File: src/hw/rtl/tfs_pkg.sv
// types and constants shared by the timed fill sequencer modules
`default_nettype none

package tfs_pkg;

  localparam int unsigned StageWidth = 15;
  localparam int unsigned CoolWidth  = 16;
  localparam int unsigned CfgWidth   = 16;
  localparam int unsigned CfgIdxWidth = 3;
  localparam int unsigned SumWidth   = 18;

  typedef enum logic [CfgIdxWidth-1:0] {
    CFG_LOWERING  = 3'd0,
    CFG_PURGING   = 3'd1,
    CFG_FILLING   = 3'd2,
    CFG_CYCLE_CD  = 3'd3,
    CFG_ESTOP_CD  = 3'd4
  } cfg_idx_e;

  localparam logic [StageWidth-1:0] LoweringReset = 15'd1000;
  localparam logic [StageWidth-1:0] PurgingReset  = 15'd2000;
  localparam logic [StageWidth-1:0] FillingReset  = 15'd5000;
  localparam logic [CoolWidth-1:0]  CycleCdReset  = 16'd2000;
  localparam logic [CoolWidth-1:0]  EstopCdReset  = 16'd3000;

  typedef struct packed {
    logic [StageWidth-1:0] lowering;
    logic [StageWidth-1:0] purging;
    logic [StageWidth-1:0] filling;
    logic [CoolWidth-1:0]  cycle_cd;
    logic [CoolWidth-1:0]  estop_cd;
  } cfg_t;

  typedef struct packed {
    logic in_cycle;
    logic lowered;
    logic purged;
    logic filled;
    logic raised;
    logic lockout;
    logic cylinder;
    logic purge;
    logic fill;
  } flags_t;

endpackage

`default_nettype wire

File: src/hw/rtl/tfs_step.sv
// next-state logic of the sequencer for one tick or button transfer
`default_nettype none

module tfs_step #(
  parameter int unsigned TimerBits = 18
) (
  input  wire                  cmd_i,
  input  wire                  held_down_i,
  input  wire tfs_pkg::cfg_t   cfg_i,
  input  wire tfs_pkg::flags_t flags_i,
  input  wire [TimerBits-1:0]  elapsed_i,
  output tfs_pkg::flags_t      flags_o,
  output logic [TimerBits-1:0] elapsed_o
);

  localparam logic [TimerBits-1:0] TimerMax = {TimerBits{1'b1}};

  logic [tfs_pkg::SumWidth-1:0] s1, s2, s3, s4;
  logic [TimerBits-1:0] t1, t2, t3, t4, estop_lim;

  always_comb begin
    s1 = tfs_pkg::SumWidth'(cfg_i.lowering);
    s2 = s1 + tfs_pkg::SumWidth'(cfg_i.purging);
    s3 = s2 + tfs_pkg::SumWidth'(cfg_i.filling);
    s4 = s3 + tfs_pkg::SumWidth'(cfg_i.cycle_cd);
    t1 = TimerBits'(s1);
    t2 = TimerBits'(s2);
    t3 = TimerBits'(s3);
    t4 = TimerBits'(s4);
    estop_lim = TimerBits'(cfg_i.estop_cd);
  end

  always_comb begin
    flags_o   = flags_i;
    elapsed_o = elapsed_i;
    if (cmd_i) begin
      if (!flags_i.lockout && held_down_i) begin
        if (flags_i.in_cycle) begin
          // emergency stop
          flags_o.purge    = 1'b0;
          flags_o.purged   = 1'b0;
          flags_o.fill     = 1'b0;
          flags_o.filled   = 1'b0;
          flags_o.cylinder = 1'b0;
          flags_o.raised   = 1'b1;
          flags_o.in_cycle = 1'b0;
          flags_o.lockout  = 1'b1;
          elapsed_o        = '0;
        end else begin
          flags_o.in_cycle = 1'b1;
          flags_o.lowered  = 1'b1;
          flags_o.cylinder = 1'b1;
          elapsed_o        = '0;
        end
      end
    end else begin
      if (elapsed_i != TimerMax) begin
        elapsed_o = elapsed_i + TimerBits'(1);
      end
      if (flags_i.lockout && (elapsed_o > estop_lim)) begin
        flags_o.in_cycle = 1'b0;
        flags_o.lowered  = 1'b0;
        flags_o.purged   = 1'b0;
        flags_o.filled   = 1'b0;
        flags_o.raised   = 1'b0;
        flags_o.lockout  = 1'b0;
      end
      if (flags_o.in_cycle) begin
        if (elapsed_o > t4) begin
          flags_o.in_cycle = 1'b0;
          flags_o.lowered  = 1'b0;
          flags_o.purged   = 1'b0;
          flags_o.filled   = 1'b0;
          flags_o.raised   = 1'b0;
          flags_o.lockout  = 1'b0;
        end else if (elapsed_o > t3) begin
          if (flags_o.filled && !flags_o.raised) begin
            flags_o.fill     = 1'b0;
            flags_o.filled   = 1'b0;
            flags_o.raised   = 1'b1;
            flags_o.cylinder = 1'b0;
          end
        end else if (elapsed_o > t2) begin
          if (flags_o.purged && !flags_o.filled) begin
            flags_o.purge  = 1'b0;
            flags_o.purged = 1'b0;
            flags_o.filled = 1'b1;
            flags_o.fill   = 1'b1;
          end
        end else if (elapsed_o > t1) begin
          if (flags_o.lowered && !flags_o.purged) begin
            flags_o.purged = 1'b1;
            flags_o.purge  = 1'b1;
          end
        end
      end
    end
  end

endmodule

`default_nettype wire

File: src/hw/rtl/timed_fill_sequencer_core.sv
// top level of the timed fill sequencer: config registers, state and result register
`default_nettype none

// Bottle filler sequencer driven by millisecond ticks (cmd 0) and button
// events (cmd 1). Each accepted transfer updates the sequencer state in the
// same clock and yields one result, the output levels after that transfer,
// from a result register. One transfer is taken every cycle; the input is held
// only while the result register is full and not taken. Stage times must be
// written via the config port only while idle; the block does not check this.

module timed_fill_sequencer_core #(
  parameter int unsigned TIMER_BITS = 18
) (
  input  wire                            clk_i,
  input  wire                            rst_ni,
  input  wire                            cfg_we_i,
  input  wire [tfs_pkg::CfgIdxWidth-1:0] cfg_idx_i,
  input  wire [tfs_pkg::CfgWidth-1:0]    cfg_data_i,
  input  wire                            in_valid_i,
  output logic                           in_ready_o,
  input  wire                            cmd_i,
  input  wire                            held_down_i,
  output logic                           out_valid_o,
  input  wire                            out_ready_i,
  output logic                           cylinder_down_o,
  output logic                           purge_on_o,
  output logic                           fill_on_o,
  output logic                           busy_res_o,
  output logic                           estop_lockout_o
);

  tfs_pkg::cfg_t   cfg_q;
  tfs_pkg::flags_t flags_q, flags_d;
  logic [TIMER_BITS-1:0] elapsed_q, elapsed_d;
  logic out_valid_q;
  logic accept;

  assign in_ready_o = !out_valid_q || out_ready_i;
  assign accept     = in_valid_i && in_ready_o;

  always_ff @(posedge clk_i or negedge rst_ni) begin
    if (!rst_ni) begin
      cfg_q.lowering <= tfs_pkg::LoweringReset;
      cfg_q.purging  <= tfs_pkg::PurgingReset;
      cfg_q.filling  <= tfs_pkg::FillingReset;
      cfg_q.cycle_cd <= tfs_pkg::CycleCdReset;
      cfg_q.estop_cd <= tfs_pkg::EstopCdReset;
    end else if (cfg_we_i) begin
      unique case (cfg_idx_i)
        tfs_pkg::CFG_LOWERING: cfg_q.lowering <= cfg_data_i[tfs_pkg::StageWidth-1:0];
        tfs_pkg::CFG_PURGING:  cfg_q.purging  <= cfg_data_i[tfs_pkg::StageWidth-1:0];
        tfs_pkg::CFG_FILLING:  cfg_q.filling  <= cfg_data_i[tfs_pkg::StageWidth-1:0];
        tfs_pkg::CFG_CYCLE_CD: cfg_q.cycle_cd <= cfg_data_i;
        tfs_pkg::CFG_ESTOP_CD: cfg_q.estop_cd <= cfg_data_i;
        default: ;
      endcase
    end
  end

  tfs_step #(
    .TimerBits(TIMER_BITS)
  ) u_step (
    .cmd_i      (cmd_i),
    .held_down_i(held_down_i),
    .cfg_i      (cfg_q),
    .flags_i    (flags_q),
    .elapsed_i  (elapsed_q),
    .flags_o    (flags_d),
    .elapsed_o  (elapsed_d)
  );

  always_ff @(posedge clk_i or negedge rst_ni) begin
    if (!rst_ni) begin
      flags_q     <= '0;
      elapsed_q   <= '0;
      out_valid_q <= 1'b0;
    end else begin
      if (accept) begin
        flags_q   <= flags_d;
        elapsed_q <= elapsed_d;
      end
      if (accept) begin
        out_valid_q <= 1'b1;
      end else if (out_ready_i) begin
        out_valid_q <= 1'b0;
      end
    end
  end

  // result payload
  always_ff @(posedge clk_i) begin
    if (accept) begin
      cylinder_down_o <= flags_d.cylinder;
      purge_on_o      <= flags_d.purge;
      fill_on_o       <= flags_d.fill;
      busy_res_o      <= flags_d.in_cycle;
      estop_lockout_o <= flags_d.lockout;
    end
  end

  assign out_valid_o = out_valid_q;

endmodule

`default_nettype wire

File: config.mk
export PLATFORM = sky130hd
export DESIGN_NAME = timed_fill_sequencer_core
export DESIGN_NICKNAME = d
export VERILOG_FILES = /design/src/hw/rtl/tfs_pkg.sv /design/src/hw/rtl/tfs_step.sv /design/src/hw/rtl/timed_fill_sequencer_core.sv
export SDC_FILE = /design/constraint.sdc
export NUM_CORES = 1
export LEC_CHECK = 0
export BUFFER_PORTS_ARGS = -buffer_cell sky130_fd_sc_hd__buf_2
export CORE_AREA = 8 8 164 166
export DETAILED_ROUTE_END_ITERATION = 8
export DIE_AREA = 0 0 172 174
export HOLD_SLACK_MARGIN = 0.1
export MAX_ROUTING_LAYER = met4
export SETUP_SLACK_MARGIN = 0.05
export SYNTH_ARGS = -nofsm -noshare
export SYNTH_HDL_FRONTEND = slang
export SYNTH_SLANG_ARGS = --single-unit
File: constraint.sdc
create_clock -name clk_i -period 7.16 [get_ports clk_i]
set_clock_uncertainty 0.2 [all_clocks]
set_input_delay 0.716 -clock clk_i [delete_from_list [all_inputs] [get_ports clk_i]]
set_output_delay 0.716 -clock clk_i [all_outputs]
set_load 0.1 [all_outputs]
==> summary.md <==
| Metric | Value |
|---|---|
| Htree depth | `3` |
| EDFF count, synth | `5` |
| Worst Setup Path Type | `reg -> reg` |
| Worst-path clk slew | `approximately 0.09 ns` |
| Pre-CTS WS | `-0.2762 ns` |
| Clk_lat worst skew | `between 0.3 and 0.4 ns` |
| Reg area | `around 2800 µm²` |
| Routed Antenna Nets | `0` |
| Placed cells | `roughly 1300` |
| CP arrival | `between 6 and 7 ns` |
| Gate power share | `between 70% and 80%` |
| Status | `finished clean` |
| Seq/Total Area, Yosys | `between 30 and 40%` |
| Clock group share of total power | `9.2%` |
| Synth cell types | `73` |
| #FFs+latches synth | `110` |
| Pwr per Cell Area | `about 550 nW/µm²` |
| FFs w/ async S/R, synth | `a little over nine tenths` |
| Vias in the first global route | `between 7000 and 8000` |
| Rows | `between 50 and 60` |
| Post-layout net count | `between 1000 and 1500` |
| Internal Power | `roughly 3.0 mW` |
| Post-route setup slack | `about 0.14 ns` |
| R2r startpoint | `cfg_q[63]` |
| Syn Nets | `~1100` |
| Worst EP required | `just over 7 ns` |
| Chip height | `about 170 µm` |
| Syn avg cell area | `between 9 and 10 µm²` |
| Non-Filler Instances | `about 1400` |
| Setup violators final | `0` |
| Delay-heaviest family, CP | `compound AO/OA/AOI/OAI gates` |
| Most frequent cells in the layout | `ha_1 (131), inv_1 (84), nand2_1 (81), dfrtp_1 (75), o21ai_0 (60)` |
| # diodes | `0` |
| Critical path launch point type | `flip-flop` |
| Initial DRC Count | `354` |
| Core area | `between 20000 and 25000 µm²` |
| Reg2reg path depth | `32` |
| Global Route Usage Sum | `~16%` |
| Die width | `between 150 and 200 µm` |
| Maxcap violations | `0` |
| HPWL Detailed | `roughly 18 mm` |
| Multi-input gate area | `around 5800 µm²` |
| Crit. End Element | `flip-flop` |
| Worst path max stage delay | `0.42 ns` |
| Slowest CP cell | `fa_1` |
| Final setup TNS | `0 ns` |
| Routed len/inst | `roughly 17 µm` |
| Final core occ | `between 40% and 50%` |
| DR vias/cell | `~5.3` |
| Global placer's final weighted congestion | `0.8774` |
| CTS tree | `yes` |
| Final Hold Viols | `0` |
| Reg power frac | `about 15%` |
| Clk buf depth | `2` |
| Fmax | `142.4 MHz` |
| Slew margin rel. | `approximately a quarter` |
| Top-level I/O count | `33` |
| Post-Syn Area | `8780 µm²` |
| Worst-Margin Slew | `roughly 1.1 ns` |
| Grt ovf | `0` |
| Buf+Inv Stages, Crit Path | `7` |
| YS warnings | `0` |
| Via count | `approximately 7200` |
| Area Growth Syn to Fin | `17.39%` |
| Drt total wl | `around 23 mm` |
| Switch Pwr | `~2.6 mW` |
| Filler Cell Count | `2460` |
| RSZ-0062 raised after global routing | `true` |
| IR drop worst, VDD | `approximately 0.31 mV` |
| Clk sinks | `110` |
| Drt first pass iters | `6` |
| Commonest non-fill, non-tap cell in the layout | `ha_1` |
| Pleak | `approximately 4.9 nW` |
| Syn Inst Count | `932` |
| Main synth FF type | `dfrtp_1` |
| Largest net degree at the start of global routing | `63` |
| RR Endpoint | `purge_on_o` |
| Starting Density | `roughly 36%` |
| Register-to-register setup slack | `around 0.14 ns` |
| Fraction of layout cells with a size suffix above 1 | `between 20% and 30%` |
| Max Fanout on Critical Path | `4` |
| Most used cell, CP | `buf_4` |
| Post-route clock period utilization | `between 90% and 100%` |
| Die area | `between 20000 and 30000 µm²` |
| Slew Limit Fails | `0` |
| DRC | `0` |
| Initial antenna violation count | `0` |
| CTS buffer count | `9` |
| Crit path time final | `approximately 7.0 ns` |
| First-pass GRT wire length | `about 36 mm` |
| PortBufs | `32` |
| Worst Hold Class | `in -> async` |
| Switching Share | `between 40% and 50%` |
| Clk root buf | `clkbuf_16` |
-- through the flow --
stage	hold WS [ns]	power, mW	area (µm²)
floorplan	0.2204	3.512	8780
global placement	0.2977	4.575	9714
detailed placement	0.3050	4.637	9714
CTS	0.1784	5.259	10080
global route	0.1761	6.198	10310
finish	0.1439	5.673	10310
-- layout make-up --
class | instances | share of cell area, %
Inverter | 85 | 3.096
Clock inverter | 5 | 0.4371
Sequential cell | 110 | 27.32
Multi-Input combinational cell | 722 | 56.55
Timing Repair Buffer | 93 | 6.131
Tap cell | 330 | 4.006
Clock buffer | 11 | 2.465
-- cell families after synthesis --
family / Yosys count / share of synthesized area (%)
adder cells (fa/ha/maj): 137 / 19.78
AO/OA/AOI/OAI: 229 / 17.03
AND/OR/NAND/NOR: 247 / 14.39
multiplexers: 51 / 6.669
flip-flops: 110 / 32.06
XOR/XNOR: 58 / 5.786
buffers and inverters: 100 / 4.275
-- power by group through the flow --
| stage | logic, mW | registers [mW] | clock network [mW] |
|---|---|---|---|
| 5_1_grt | 4.75 | 0.882 | 0.570 |
| 4_1_cts | 3.85 | 0.864 | 0.541 |
| 3_3_place_gp | 3.71 | 0.869 | 0 |
| 6_report | 4.28 | 0.865 | 0.525 |
| 3_5_place_dp | 3.76 | 0.873 | 0 |
| 2_1_floorplan | 2.64 | 0.877 | 0 |
-- state kept, by name, summed over array words and instances, names as in the netlist --
register         flops
cylinder_down_o      1
elapsed_q           18
flags_q              9
estop_lockout_o      1
busy_res_o           1
purge_on_o           1
fill_on_o            1
cfg_q               77
out_valid_o          1
-- layer usage --
metal	vias to the layer above	GRT usage [%]	routed length, µm
met4	0	3.450	349
met2	132	25.31	10830
li1	3539	-	-
met5	-	-	0
met1	3473	20.06	10720
met3	27	2.790	867
-- synthesized netlist by cell type, types with 5 or more instances --
library cell,n,share of area (%)
o31ai_1,10,0.86
a22o_1,12,1.2
a211oi_1,12,1.0
mux2_2,50,6.4
nand3_1,28,1.6
nand4_1,18,1.3
edfxtp_1,5,1.7
o21bai_1,5,0.43
dfstp_2,30,9.0
nand2b_1,14,1.0
o21a_1,5,0.43
or2_2,5,0.36
xnor2_1,34,3.4
nor2_1,43,1.8
inv_1,84,3.6
nor3_1,10,0.57
dfrtp_1,75,21
xor2_1,24,2.4
nand2_1,82,3.5
a21o_1,19,1.6
or3_1,6,0.43
nor2b_1,9,0.64
and3_1,6,0.43
ha_1,134,19
a31oi_1,6,0.43
a21oi_1,52,3.0
clkbuf_1,13,0.56
o21ai_0,66,3.8
-- timing repair --
action / in CTS / in global routing
setup endpoints to repair: 11 / 14
hold buffers: 0 / 0
resized for setup: 16 / 41
pin swaps: 5 / 38
buffers inserted: 1 / 6
-- worst max path at each step --
stage                          from    endpoint  depth (start not counted)
after floorplan           cfg_q[65]  purge_on_o                         31
after global placement    cfg_q[47]   fill_on_o                         28
after detailed placement  cfg_q[48]   fill_on_o                         29
after CTS                 cfg_q[65]   fill_on_o                         32
after global routing      cfg_q[63]  purge_on_o                         32
final                     cfg_q[63]  purge_on_o                         32
(Power assumes the default switching activity.)
